File: src/sv/hbs_pkg.sv
// shared types, constants and helper functions of the heightmap bilinear sampler
`default_nettype none
package hbs_pkg;

  // height store geometry; the depth is a power of two so the read address wraps by masking
  localparam int STORE_DEPTH  = 65536;
  localparam int ADDR_W       = $clog2(STORE_DEPTH);
  localparam int SAMPLE_W     = 16;
  localparam int WIDX_W       = 16;
  localparam int WEXT_W       = ((ADDR_W > WIDX_W) ? ADDR_W : WIDX_W) + 1;

  // grid geometry
  localparam int MAX_GRID_DIM = 256;
  localparam int IDX_W        = $clog2(MAX_GRID_DIM);
  localparam int DIM_W        = IDX_W + 1;
  localparam int GREG_W       = 9;
  localparam int GEXT_W       = ((GREG_W > DIM_W) ? GREG_W : DIM_W) + 1;
  localparam int ROW_W        = IDX_W + DIM_W;
  localparam int SUM_W        = ((ADDR_W > ROW_W) ? ADDR_W : ROW_W) + 1;

  // fixed-point widths
  localparam int COORD_W      = 32;
  localparam int SCALE_W      = 32;
  localparam int FRAC_W       = 16;
  localparam int PROD_W       = (COORD_W - 1) + SCALE_W;
  localparam int IP_LSB       = 24 + FRAC_W;
  localparam int IP_W         = PROD_W - IP_LSB;
  localparam int ROWB_W       = SAMPLE_W + FRAC_W;
  localparam int COLB_W       = ROWB_W + FRAC_W;
  localparam int OUT_W        = 24;
  localparam int OUT_LSB      = 24;

  localparam logic [SCALE_W-1:0] SCALE_ONE = SCALE_W'(32'h0100_0000);

  typedef enum logic [1:0] {
    CFG_SCALE_X     = 2'd0,
    CFG_SCALE_Y     = 2'd1,
    CFG_GRID_WIDTH  = 2'd2,
    CFG_GRID_HEIGHT = 2'd3
  } cfg_idx_t;

  typedef enum logic {
    MODE_WRITE = 1'b0,
    MODE_QUERY = 1'b1
  } mode_t;

  typedef enum logic [3:0] {
    S_IDLE,
    S_MULX,
    S_MULY,
    S_LOCY,
    S_ROWS,
    S_RD0,
    S_RD1,
    S_RD2,
    S_RD3,
    S_RDW,
    S_BROW,
    S_BCOL,
    S_DONE
  } state_t;

  // configuration as seen by the datapath
  typedef struct packed {
    logic [SCALE_W-1:0] scale_x;
    logic [SCALE_W-1:0] scale_y;
    logic [DIM_W-1:0]   width;
    logic [IDX_W-1:0]   last_x;
    logic [IDX_W-1:0]   last_y;
  } cfg_t;

  // one located coordinate
  typedef struct packed {
    logic [IDX_W-1:0]  lo;
    logic [IDX_W-1:0]  hi;
    logic [FRAC_W-1:0] frac;
  } loc_t;

  // blend unit controls
  typedef struct packed {
    logic cap_a0;
    logic cap_a1;
    logic cap_b0;
    logic cap_b1;
    logic row_en;
    logic col_en;
  } blend_ctl_t;

  // grid dimension in use: 0 acts as 1, too large acts as the maximum
  function automatic logic [DIM_W-1:0] eff_dim(input logic [GREG_W-1:0] d);
    logic [GEXT_W-1:0] dx;
    dx = GEXT_W'(d);
    if (dx == '0) begin
      eff_dim = DIM_W'(1);
    end else if (dx > GEXT_W'(MAX_GRID_DIM)) begin
      eff_dim = DIM_W'(MAX_GRID_DIM);
    end else begin
      eff_dim = DIM_W'(dx);
    end
  endfunction

  // clamp a scaled grid position into the grid
  function automatic loc_t locate(input logic [PROD_W-1:0] prod, input logic neg,
                                  input logic [IDX_W-1:0] last);
    loc_t             l;
    logic [IP_W-1:0]  ip;
    ip = prod[PROD_W-1:IP_LSB];
    if (neg) begin
      l.lo   = '0;
      l.hi   = (last != '0) ? IDX_W'(1) : '0;
      l.frac = '0;
    end else if (ip >= IP_W'(last)) begin
      l.lo   = last;
      l.hi   = last;
      l.frac = '0;
    end else begin
      l.lo   = ip[IDX_W-1:0];
      l.hi   = ip[IDX_W-1:0] + IDX_W'(1);
      l.frac = prod[IP_LSB-1:IP_LSB-FRAC_W];
    end
    locate = l;
  endfunction

endpackage
`default_nettype wire

File: src/sv/hbs_cfg_regs.sv
// configuration registers and derived grid limits
`default_nettype none
module hbs_cfg_regs (
  input  wire logic        clk,
  input  wire logic        rst_n,
  input  wire logic        wr_en,
  input  wire logic [1:0]  wr_index,
  input  wire logic [31:0] wr_data,
  output hbs_pkg::cfg_t    cfg
);

  logic [hbs_pkg::SCALE_W-1:0] scale_x_r;
  logic [hbs_pkg::SCALE_W-1:0] scale_y_r;
  logic [hbs_pkg::GREG_W-1:0]  grid_width_r;
  logic [hbs_pkg::GREG_W-1:0]  grid_height_r;
  logic [hbs_pkg::DIM_W-1:0]   eff_w;
  logic [hbs_pkg::DIM_W-1:0]   eff_h;

  always_ff @(posedge clk) begin
    if (!rst_n) begin
      scale_x_r     <= hbs_pkg::SCALE_ONE;
      scale_y_r     <= hbs_pkg::SCALE_ONE;
      grid_width_r  <= hbs_pkg::GREG_W'(256);
      grid_height_r <= hbs_pkg::GREG_W'(256);
    end else if (wr_en) begin
      case (hbs_pkg::cfg_idx_t'(wr_index))
        hbs_pkg::CFG_SCALE_X:     scale_x_r     <= wr_data[hbs_pkg::SCALE_W-1:0];
        hbs_pkg::CFG_SCALE_Y:     scale_y_r     <= wr_data[hbs_pkg::SCALE_W-1:0];
        hbs_pkg::CFG_GRID_WIDTH:  grid_width_r  <= wr_data[hbs_pkg::GREG_W-1:0];
        hbs_pkg::CFG_GRID_HEIGHT: grid_height_r <= wr_data[hbs_pkg::GREG_W-1:0];
        default: ;
      endcase
    end
  end

  always_comb begin
    eff_w       = hbs_pkg::eff_dim(grid_width_r);
    eff_h       = hbs_pkg::eff_dim(grid_height_r);
    cfg.scale_x = scale_x_r;
    cfg.scale_y = scale_y_r;
    cfg.width   = eff_w;
    cfg.last_x  = hbs_pkg::IDX_W'(eff_w - hbs_pkg::DIM_W'(1));
    cfg.last_y  = hbs_pkg::IDX_W'(eff_h - hbs_pkg::DIM_W'(1));
  end

endmodule
`default_nettype wire

File: config.mk
export PLATFORM = sky130hd
export DESIGN_NAME = hbs_cfg_regs
export DESIGN_NICKNAME = d
export VERILOG_FILES = /design/src/sv/hbs_pkg.sv /design/src/sv/hbs_cfg_regs.sv
export SDC_FILE = /design/constraint.sdc
export NUM_CORES = 1
export LEC_CHECK = 0
export ABC_CLOCK_PERIOD_IN_PS = 2210
export BUFFER_PORTS_ARGS = -buffer_cell sky130_fd_sc_hd__buf_2
export CORE_MARGIN = 2
export CORE_UTILIZATION = 49
export CTS_CLUSTER_DIAMETER = 200
export CTS_CLUSTER_SIZE = 14
export DETAILED_ROUTE_END_ITERATION = 8
export GPL_TIMING_DRIVEN = 0
export HOLD_SLACK_MARGIN = 0.1
export PLACE_DENSITY = 0.76
export SETUP_SLACK_MARGIN = 0.05
export SYNTH_ARGS = -nofsm -noshare
export SYNTH_HDL_FRONTEND = slang
export SYNTH_SLANG_ARGS = --single-unit
export TNS_END_PERCENT = 30
File: constraint.sdc
create_clock -name clk -period 2.21 [get_ports clk]
set_input_delay 0.3315 -clock clk [delete_from_list [all_inputs] [get_ports clk]]
set_output_delay 0.3315 -clock clk [all_outputs]
set_load 0.01 [all_outputs]
==> run_results.csv <==
group,metric,value,unit
outcome,status,"finished, violations left",
outcome,violations,"negative setup slack",
global_routing,gr-total-overflow,0,
drt,wirelength,9.17,mm
floorplanning,io-pin-count,126,
power,p_leak,2.02,nW
floorplanning,core_area,6790,sq um
final_layout,final_area,4560,sq um
floorplanning,std_cell_rows,30,
placed_design,dp_hpwl,6.74,mm
drt,via_count,3381,
drt,drt-pass1-iter-count,4,
yosys,synthArstFlopShare,0,%
sta,worst_pin_slew,537,ps
clock_network,cts_max_path_buffers,2,
sta,timing.final.crit_share,111,%
final_layout,layout_common_cells,"nand2_1, buf_2, dfxtp_1",
placed_design,placed_cell_area,4200,sq um
sta,finalMaxSlewViolations,0,
worst_setup_path,worstPathArrival,2120,ps
yosys,synth-seq-cells,82,
power,finalPower,3.08,mW
yosys,syn_avg_cell_area,8.24,sq um
clock_network,cts_sinks,82,
power,p_seq_share,50.8,%
power,power.switching,728,uW
final_layout,finalNonFillerCells,660,
final_layout,nets,600,
worst_setup_path,critPathCaptureType,"output port",
placed_design,io_buffers,124,
yosys,yosysWarnings,0,
clock_network,cts_made_buffers,9,
power,combinationalPowerShare,12.1,%
floorplanning,fp.dieW,87.9,microns
drt,ant_nets,0,
global_routing,grt_pass1_vias,3163,
power,power_frac_clock,37.1,%
worst_setup_path,required,1880,ps
clock_network,clkTransAtPathRegs,70,ps
sta,period_minus_slack,2450,ps
final_layout,final_core_util,67.1,%
clock_network,clkLatencyLatePin,330,ps
placed_design,dpl.cell_count,639,
yosys,syn_inst,419,
worst_setup_path,startpoint_type,"register",
final_layout,syn2layout_area_growth,32.2,%
floorplanning,die_h,87.9,microns
clock_network,h-tree-depth,3,
sta,rsz0062_at_grt,"yes",
flow_run,maxCapViolCount,0,
worst_setup_path,cp_max_fo,5,
global_routing,antenna_found_initial,0,
sta,hold_ws,229,ps
sta,fmax,408,MHz
worst_hold_path,worstHoldPathType,"input pin to register",
worst_setup_path,crit_type,"register to output port",
final_layout,diodes,0,
drt,route.detailed.drc,0,
final_layout,final_layout_size_suffix_gt1_share,31.4,%
final_layout,final_common_cell,"nand2_1",
yosys,ys_types,36,
power,netSwitchingFraction,23.7,%
drt,wl_per_cell,13.9,microns
drt,via_per_inst,5.12,
yosys,ys_seq_area_share,47.6,%
global_routing,grt_pass1_wl,14.9,mm
drt,first_iter_violations,141,
sta,clock_skew,0,ps
floorplanning,initial_core_util,50.8,%
global_routing,grtUsageTotal,24.6,%
sta,setup_viol,8,
sta,slew_headroom,64.2,%
power,power_density,675,nW/um^2
clock_network,root_buffer,"clkbuf_8",
clock_network,cts_tree,"built",
yosys,syn_nets,458,
power,p_int,2.35,mW
yosys,synth_edf_count,0,
placed_design,pre_cts_ws,-122,ps
yosys,synth_ff_type,"dfxtp_1",
sta,fin_ws,-239,ps
floorplanning,die_area,7730,sq um
yosys,mappedNetlistArea,3450,sq um
power,vdd.ir_drop.worst,0.349,mV
sta,finalSetupTns,-923,ps
sta,hold_viol,0,
global_routing,grt_max_degree,13,
placed_design,gp_congestion,0.874,
-- worst paths after layout --
kind | start | endpoint | slack (ps) | depth (start not counted)
hold / removal | wr_data[24] | scale_y_r[24] | 230 | 3
setup / recovery | grid_height_r[5] | cfg[4] | -240 | 7
setup reg to reg | grid_height_r[6] | grid_height_r[6] | 1180 | 3
hold reg to reg | scale_y_r[7] | scale_y_r[7] | 460 | 2
-- worst max-delay path, stage by stage (launching register included) --
cell and delay [ps]:
dfxtp_2 330, or4_4 550, nor4_4 170, o21ai_2 110, ha_4 190, o21a_1 100
a31o_2 210, buf_6 110
-- Yosys cell counts (2+ instances only) --
master / instances / area (sq um)
nor4_2: 2 / 25.0
nand2_1: 154 / 578
a21oi_1: 3 / 15.0
o31ai_1: 2 / 15.0
dfxtp_1: 82 / 1640
clkbuf_1: 18 / 67.6
nor2_1: 9 / 33.8
nand3_1: 6 / 30.0
a21boi_0: 62 / 465
or4_1: 2 / 15.0
ha_1: 2 / 25.0
inv_1: 5 / 18.8
nor2b_1: 14 / 87.6
o211ai_1: 3 / 22.5
a21boi_1: 8 / 60.1
mux2i_1: 10 / 100
buf_2: 10 / 50.1
nor3_1: 5 / 25.0
o21ai_0: 2 / 10.0
nor4_1: 2 / 12.5
nand3b_1: 3 / 22.5
-- registers in the layout, indices dropped and copies added, names as in the netlist --
register and flops:
grid_width_r 9, scale_y_r 32, scale_x_r 32, grid_height_r 9
-- power by group through the flow --
| stage | Clock, mW | Sequential (mW) | Combinational [mW] |
|---|---|---|---|
| floorplan | 0 | 1.61 | 0.177 |
| global placement | 0 | 1.59 | 0.334 |
| detailed placement | 0 | 1.60 | 0.343 |
| CTS | 1.16 | 1.56 | 0.363 |
| global route | 1.22 | 1.57 | 0.415 |
| finish | 1.14 | 1.56 | 0.373 |
-- routing by layer --
layer  vias to the layer above  wire [microns]  global-route usage (%)
met3                        12             637                    5.84
met5                         -               0                       0
li1                       1662               -                       -
met1                      1589            3910                    30.6
met2                       118            4480                    41.5
met4                         0             134                    9.09
-- area by class of cell --
type                            count  area (sq um)
Buffer                             28           118
Sequential cell                    82          1650
Multi-Input combinational cell    304          1760
Clock inverter                      3          65.1
Clock buffer                       11           141
Fill cell                         609          2230
Timing Repair Buffer              131           689
Inverter                            5          18.8
Tap cell                           96           120
-- timing repair --
action	CTS	global route
cloned	0	0
gates resized for setup	13	10
buffers inserted	6	1
pin swaps	9	4
hold endpoints to repair	0	0
hold buffers	0	0
setup endpoints to repair	9	10
-- cell families (layout without fill, tap and decap cells) --
group | Yosys count | after routing | share of synthesized area (%)
AO/OA/AOI/OAI | 86 | 86 | 18.5
XOR/XNOR | 2 | 2 | 0.508
adder cells (fa/ha/maj) | 2 | 2 | 0.725
buffers and inverters | 33 | 178 | 3.95
flip-flops | 82 | 82 | 47.6
multiplexers | 10 | 10 | 2.90
AND/OR/NAND/NOR | 204 | 204 | 25.9
(Power assumes the default switching activity.)
