$ cat config.mk
export PLATFORM = sky130hd
export DESIGN_NAME = hbs_blend
export DESIGN_NICKNAME = d
export VERILOG_FILES = /design/src/sv/hbs_pkg.sv /design/src/sv/hbs_blend.sv
export SDC_FILE = /design/constraint.sdc
export NUM_CORES = 2
export LEC_CHECK = 0
export ABC_AREA = 0
export BUFFER_PORTS_ARGS = -buffer_cell sky130_fd_sc_hd__buf_2
export CORE_AREA = 2 2 354 356
export CTS_CLUSTER_SIZE = 16
export DETAILED_ROUTE_END_ITERATION = 12
export DIE_AREA = 0 0 356 358
export SETUP_SLACK_MARGIN = 0.5
export SYNTH_ARGS = -nofsm -noshare
export SYNTH_HDL_FRONTEND = slang
export SYNTH_SLANG_ARGS = --single-unit
$ cat constraint.sdc
create_clock -name clk -period 7.88 [get_ports clk]
set_clock_uncertainty 0.05 [all_clocks]
set_input_delay 1.576 -clock clk [delete_from_list [all_inputs] [get_ports clk]]
set_output_delay 1.576 -clock clk [all_outputs]
set_load 0.01 [all_outputs]
$ cat src/sv/hbs_pkg.sv
// shared types, constants and helper functions of the heightmap bilinear sampler
`default_nettype none
package hbs_pkg;

  // height store geometry; the depth is a power of two so the read address wraps by masking
  localparam int STORE_DEPTH  = 65536;
  localparam int ADDR_W       = $clog2(STORE_DEPTH);
  localparam int SAMPLE_W     = 16;
  localparam int WIDX_W       = 16;
  localparam int WEXT_W       = ((ADDR_W > WIDX_W) ? ADDR_W : WIDX_W) + 1;

  // grid geometry
  localparam int MAX_GRID_DIM = 256;
  localparam int IDX_W        = $clog2(MAX_GRID_DIM);
  localparam int DIM_W        = IDX_W + 1;
  localparam int GREG_W       = 9;
  localparam int GEXT_W       = ((GREG_W > DIM_W) ? GREG_W : DIM_W) + 1;
  localparam int ROW_W        = IDX_W + DIM_W;
  localparam int SUM_W        = ((ADDR_W > ROW_W) ? ADDR_W : ROW_W) + 1;

  // fixed-point widths
  localparam int COORD_W      = 32;
  localparam int SCALE_W      = 32;
  localparam int FRAC_W       = 16;
  localparam int PROD_W       = (COORD_W - 1) + SCALE_W;
  localparam int IP_LSB       = 24 + FRAC_W;
  localparam int IP_W         = PROD_W - IP_LSB;
  localparam int ROWB_W       = SAMPLE_W + FRAC_W;
  localparam int COLB_W       = ROWB_W + FRAC_W;
  localparam int OUT_W        = 24;
  localparam int OUT_LSB      = 24;

  localparam logic [SCALE_W-1:0] SCALE_ONE = SCALE_W'(32'h0100_0000);

  typedef enum logic [1:0] {
    CFG_SCALE_X     = 2'd0,
    CFG_SCALE_Y     = 2'd1,
    CFG_GRID_WIDTH  = 2'd2,
    CFG_GRID_HEIGHT = 2'd3
  } cfg_idx_t;

  typedef enum logic {
    MODE_WRITE = 1'b0,
    MODE_QUERY = 1'b1
  } mode_t;

  typedef enum logic [3:0] {
    S_IDLE,
    S_MULX,
    S_MULY,
    S_LOCY,
    S_ROWS,
    S_RD0,
    S_RD1,
    S_RD2,
    S_RD3,
    S_RDW,
    S_BROW,
    S_BCOL,
    S_DONE
  } state_t;

  // configuration as seen by the datapath
  typedef struct packed {
    logic [SCALE_W-1:0] scale_x;
    logic [SCALE_W-1:0] scale_y;
    logic [DIM_W-1:0]   width;
    logic [IDX_W-1:0]   last_x;
    logic [IDX_W-1:0]   last_y;
  } cfg_t;

  // one located coordinate
  typedef struct packed {
    logic [IDX_W-1:0]  lo;
    logic [IDX_W-1:0]  hi;
    logic [FRAC_W-1:0] frac;
  } loc_t;

  // blend unit controls
  typedef struct packed {
    logic cap_a0;
    logic cap_a1;
    logic cap_b0;
    logic cap_b1;
    logic row_en;
    logic col_en;
  } blend_ctl_t;

  // grid dimension in use: 0 acts as 1, too large acts as the maximum
  function automatic logic [DIM_W-1:0] eff_dim(input logic [GREG_W-1:0] d);
    logic [GEXT_W-1:0] dx;
    dx = GEXT_W'(d);
    if (dx == '0) begin
      eff_dim = DIM_W'(1);
    end else if (dx > GEXT_W'(MAX_GRID_DIM)) begin
      eff_dim = DIM_W'(MAX_GRID_DIM);
    end else begin
      eff_dim = DIM_W'(dx);
    end
  endfunction

  // clamp a scaled grid position into the grid
  function automatic loc_t locate(input logic [PROD_W-1:0] prod, input logic neg,
                                  input logic [IDX_W-1:0] last);
    loc_t             l;
    logic [IP_W-1:0]  ip;
    ip = prod[PROD_W-1:IP_LSB];
    if (neg) begin
      l.lo   = '0;
      l.hi   = (last != '0) ? IDX_W'(1) : '0;
      l.frac = '0;
    end else if (ip >= IP_W'(last)) begin
      l.lo   = last;
      l.hi   = last;
      l.frac = '0;
    end else begin
      l.lo   = ip[IDX_W-1:0];
      l.hi   = ip[IDX_W-1:0] + IDX_W'(1);
      l.frac = prod[IP_LSB-1:IP_LSB-FRAC_W];
    end
    locate = l;
  endfunction

endpackage
`default_nettype wire

$ cat src/sv/hbs_blend.sv
// bilinear blend: sample capture, row blends, then column blend
`default_nettype none
module hbs_blend (
  input  wire logic                          clk,
  input  wire hbs_pkg::blend_ctl_t           ctl,
  input  wire logic [hbs_pkg::SAMPLE_W-1:0]  rdata,
  input  wire logic [hbs_pkg::FRAC_W-1:0]    lx,
  input  wire logic [hbs_pkg::FRAC_W-1:0]    ly,
  output logic      [hbs_pkg::OUT_W-1:0]     result
);

  localparam int DS_W = hbs_pkg::SAMPLE_W + 1;
  localparam int RP_W = DS_W + hbs_pkg::FRAC_W + 1;
  localparam int DR_W = hbs_pkg::ROWB_W + 1;
  localparam int CP_W = DR_W + hbs_pkg::FRAC_W + 1;

  logic [hbs_pkg::SAMPLE_W-1:0] a0_r, a1_r, b0_r, b1_r;
  logic [hbs_pkg::ROWB_W-1:0]   ra_r, rb_r;
  logic signed [CP_W-1:0]       pv_r;

  logic signed [DS_W-1:0]       da, db;
  logic signed [RP_W-1:0]       pa, pb, ra_nxt, rb_nxt;
  logic signed [DR_W-1:0]       dr;
  logic signed [CP_W-1:0]       pv_nxt, v;

  // row blends as a0 * 2^16 + (a1 - a0) * lx, exact
  always_comb begin
    da     = signed'(DS_W'(a1_r)) - signed'(DS_W'(a0_r));
    db     = signed'(DS_W'(b1_r)) - signed'(DS_W'(b0_r));
    pa     = RP_W'(da) * signed'(RP_W'(lx));
    pb     = RP_W'(db) * signed'(RP_W'(lx));
    ra_nxt = signed'(RP_W'(a0_r) << hbs_pkg::FRAC_W) + pa;
    rb_nxt = signed'(RP_W'(b0_r) << hbs_pkg::FRAC_W) + pb;
    dr     = signed'(DR_W'(rb_r)) - signed'(DR_W'(ra_r));
    pv_nxt = CP_W'(dr) * signed'(CP_W'(ly));
    v      = signed'(CP_W'(ra_r) << hbs_pkg::FRAC_W) + pv_r;
    result = v[hbs_pkg::OUT_LSB +: hbs_pkg::OUT_W];
  end

  always_ff @(posedge clk) begin
    if (ctl.cap_a0) a0_r <= rdata;
    if (ctl.cap_a1) a1_r <= rdata;
    if (ctl.cap_b0) b0_r <= rdata;
    if (ctl.cap_b1) b1_r <= rdata;
    if (ctl.row_en) begin
      ra_r <= ra_nxt[hbs_pkg::ROWB_W-1:0];
      rb_r <= rb_nxt[hbs_pkg::ROWB_W-1:0];
    end
    if (ctl.col_en) pv_r <= pv_nxt;
  end

endmodule
`default_nettype wire

==> out/summary.log <==
INFO  placed_design  place_hpwl=119500um
INFO  global_routing globalRouteMet1Util=30.98%
INFO  setup_path     data_required_time_at_the_worst_endpoint=8.09ns
INFO  routing        routed-via-count=37830
INFO  placed_design  finalWeightedCongestion=0.9090
INFO  setup_path     timing.critical_path.max_delay_family=adder cells
INFO  routing        tritonroute_pass_1_iters=6
INFO  placed_design  place.port_buffers=78
INFO  synthesis      area_share_of_xor_xnor_cells_in_the_synthesized_design=3.420%
INFO  routing        route.detailed.wl_per_inst=18.57um
INFO  timing         rsz0062_at_grt=yes
INFO  clock_tree     clock_tree.buffer_depth=2
INFO  clock_tree     worstSkewPairLatency=0.51ns
INFO  global_routing grt_first_pass_wirelength=227800um
INFO  outcome        violations=setup timing
INFO  layout         finish.cell_count_without_fillers=7605
INFO  clock_tree     clock-root-buffer=sky130_fd_sc_hd__clkbuf_16
INFO  timing         drv_slew=0
INFO  clock_tree     clock_sink_count=160
INFO  setup_path     cp_common_cell=sky130_fd_sc_hd__fa_1
INFO  timing         timing.final.hold_violations=0
INFO  synthesis      async_flop_share=0%
INFO  routing        detail_route.wirelength=141200um
INFO  setup_path     worst_path_largest_cell_delay=0.59ns
INFO  synthesis      synth.yosys.seq_area_share=9.778%
INFO  worst_hold_path hold_end=ra_r[0]
INFO  clock_tree     tritoncts_clock_tree=done
INFO  global_routing met2_global_route_usage=39.60%
INFO  layout         mostFrequentLayoutCell=sky130_fd_sc_hd__inv_1
INFO  timing         worst_pin_slew=0.9625ns
INFO  global_routing grt_resource_usage_total=23.07%
INFO  synthesis      synthMuxAreaShare=0.1477%
INFO  setup_path     r2r_end=pv_r[41]
INFO  timing         fmax=0.1175GHz
INFO  synthesis      netlist-cell-type-count=80
INFO  placed_design  dp_worst_setup_slack=-0.8209ns
INFO  synthesis      synth-compound-area-share=6.338%
INFO  outcome        run_status=complete, but fails checks
INFO  setup_path     ff2ff_path_depth=34
INFO  synthesis      synth-main-ff-cell=sky130_fd_sc_hd__edfxtp_1
INFO  clock_tree     numCtsBuffers=17
INFO  layout         antenna_diodes=0
INFO  global_routing grt.overflow.total=0
INFO  setup_path     worst-path-buf-inv=9
INFO  synthesis      ys_warn_count=0
INFO  die            num_io_pins=79
INFO  timing         slew-limit-headroom=35.78%
INFO  global_routing via_count_of_the_first_global_routing_pass=40920
INFO  synthesis      synth_enable_flop_cells=160
INFO  setup_path     worst_setup_path_start_kind=flop
INFO  routing        route.detailed.drc=0
INFO  synthesis      synthesis.area=49130squm
INFO  timing         whs=1.026ns
INFO  global_routing grt_most_used_layer=met2
INFO  timing         setup_viol=36
INFO  routing        antenna_left=0
INFO  worst_hold_path hold_startpoint=a0_r[0]
INFO  die            die_y=358um
INFO  job            max_cap_violations=0
INFO  die            rows=129
INFO  routing        drt_first_iter_violations=2167
INFO  timing         fin_crit=8.508ns
INFO  die            die_width=356um
INFO  setup_path     regToRegStartpoint=rb_r[1]
INFO  timing         final_critical_path_setup_slack=-0.6284ns
INFO  synthesis      post_synthesis_net_count=6781
INFO  setup_path     timing.critical_path.fanout_max=13
INFO  worst_hold_path min_delay_path_depth=3
INFO  layout         final_cell_mix=sky130_fd_sc_hd__inv_1 (1229), sky130_fd_sc_hd__fa_1 (1044), sky130_fd_sc_hd__buf_4 (729), sky130_fd_sc_hd__nand2_1 (585), sky130_fd_sc_hd__and2_1 (409)
INFO  clock_tree     ctsHtreeMaxLevel=4
INFO  worst_hold_path hold_path.class=flop to flop
INFO  global_routing pin_count_of_the_biggest_net_entering_global_routing=65
INFO  global_routing antenna_found_initial=2
INFO  setup_path     critPathArrivalTime=8.72ns
INFO  global_routing grtUsageMet3=2.580%
INFO  setup_path     crit_path_top_delay_cell=sky130_fd_sc_hd__or4_4
INFO  synthesis      post_synth_and_or_nand_nor_area_fraction=15.05%
INFO  routing        viasPerCell=4.974
INFO  layout         layout-area-overhead-vs-synth=22.42%
INFO  synthesis      syn_inst=5254
INFO  die            initial_core_util=39.85%
INFO  timing         final.period_utilization=108.0%
INFO  timing         fin_setup_tns=-11.30ns
INFO  die            core=123300squm
INFO  die            fp.dieArea=127400squm
INFO  synthesis      dominant_combinational_cell_family_by_area_after_synthesis=adder cells
INFO  layout         layout-drive-gt1-share=21.46%
INFO  placed_design  dp_cells=7462
INFO  setup_path     reg2reg_setup_slack=-0.63ns
INFO  setup_path     setup.worst_path.end_class=flop
INFO  clock_tree     clk_pin_slew=0.08ns
INFO  clock_tree     cts_hold_buffers=0
INFO  synthesis      yosys_register_bits=160
INFO  layout         design.final.nets=7482
INFO  setup_path     criticalPathCategory=flop to flop
INFO  synthesis      yosys.area_share.adder=53.86%
INFO  synthesis      syn_avg_cell_area=9.352squm
==> stage by stage <==
stage	cell area, sq um	util, %
3_3_place_gp	57100	46.31
2_1_floorplan	49740	-
6_report	60150	48.78
3_5_place_dp	57100	46.31
4_1_cts	59370	48.15
5_1_grt	60150	48.78
==> sequential cells by signal (all words and copies together), names as in the netlist <==
name	count
rb_r	32
b0_r	16
ra_r	32
a1_r	16
pv_r	32
b1_r	16
a0_r	16
==> cell families (layout without fill, tap and decap cells) <==
family                     Yosys count  after routing
DFF                                160            160
AOI/OAI and AO/OA                  438            438
and+or+nand+nor                   1502           1502
adders and majority gates         1472           1472
xor gates and xnor gates           191            191
buffers and inverters             1485           2199
muxes                                6              6
==> worst max path at each step <==
stage	from	endpoint	slack [ns]	depth (start not counted)
floorplan	b1_r[0]	rb_r[31]	-0.41	36
global placement	ra_r[1]	pv_r[42]	-0.73	33
detailed placement	rb_r[1]	pv_r[42]	-0.82	32
CTS	rb_r[0]	pv_r[42]	-0.63	35
global route	b1_r[0]	rb_r[31]	-0.93	36
finish	rb_r[1]	pv_r[41]	-0.63	34
==> layout make-up <==
| cell class | instances | area, sq um |
|---|---|---|
| Inverter | 1269 | 4763 |
| Tap cell | 1637 | 2048 |
| Clock buffer | 17 | 425.4 |
| Clock inverter | 15 | 165.2 |
| Fill cell | 11550 | 63160 |
| Timing Repair Buffer | 898 | 7288 |
| Sequential cell | 160 | 4805 |
| Multi-Input combinational cell | 3609 | 40660 |
==> repair_timing <==
item,4_1_cts,5_1_grt
setup endpoints to repair,61,64
buffers inserted,75,35
pin swaps,213,143
cloned,0,1
gates resized for setup,254,121
==> per-layer routing <==
metal  part of all wire (%)  wire length [um]
met5                      0                 0
met3                    5.5              7806
met2                     49             69290
met4                    2.8              3914
met1                     43             60210
==> synthesized netlist by cell type (all sizes together) (6+ instances only) <==
cell type / number / area [sq um]
a2111oi: 10 / 100.1
a211oi: 26 / 207.7
a21o: 43 / 322.8
a21oi: 110 / 561.8
a311o: 11 / 110.1
a311oi: 10 / 93.84
a31oi: 12 / 81.33
and2: 414 / 2590
and3: 10 / 62.56
and3b: 8 / 70.07
buf: 17 / 90.08
clkbuf: 199 / 748.2
edfxtp: 160 / 4805
fa: 1072 / 21460
ha: 400 / 5005
inv: 1269 / 4763
mux2i: 6 / 72.57
nand2: 629 / 2364
nand2b: 25 / 156.4
nand3: 54 / 270.3
nand3b: 26 / 195.2
nand4: 9 / 56.30
nand4b: 7 / 61.31
nor2: 151 / 566.8
nor2b: 54 / 337.8
nor3: 63 / 320.3
nor4: 28 / 175.2
o2111ai: 8 / 70.07
o211ai: 21 / 162.6
o21a: 33 / 247.7
o21ai: 56 / 284.0
o21bai: 19 / 146.4
o311ai: 7 / 61.31
o31ai: 13 / 112.6
o32a: 7 / 70.07
o32ai: 9 / 78.83
or3: 13 / 86.33
xnor2: 152 / 1331
xor2: 39 / 349.1
==> worst register-to-register path, delay by kind of cell (launching register included) <==
family | cells | cell delay (ns)
AOI/OAI and AO/OA | 9 | 1.75
xor gates and xnor gates | 2 | 0.32
adders and majority gates | 8 | 3.61
buffers and inverters | 9 | 1.13
DFF | 1 | 0.42
and+or+nand+nor | 6 | 1.03
Power is not shown: default switching activity piles up to over one toggle a cycle in this logic, so the estimate is an artifact.
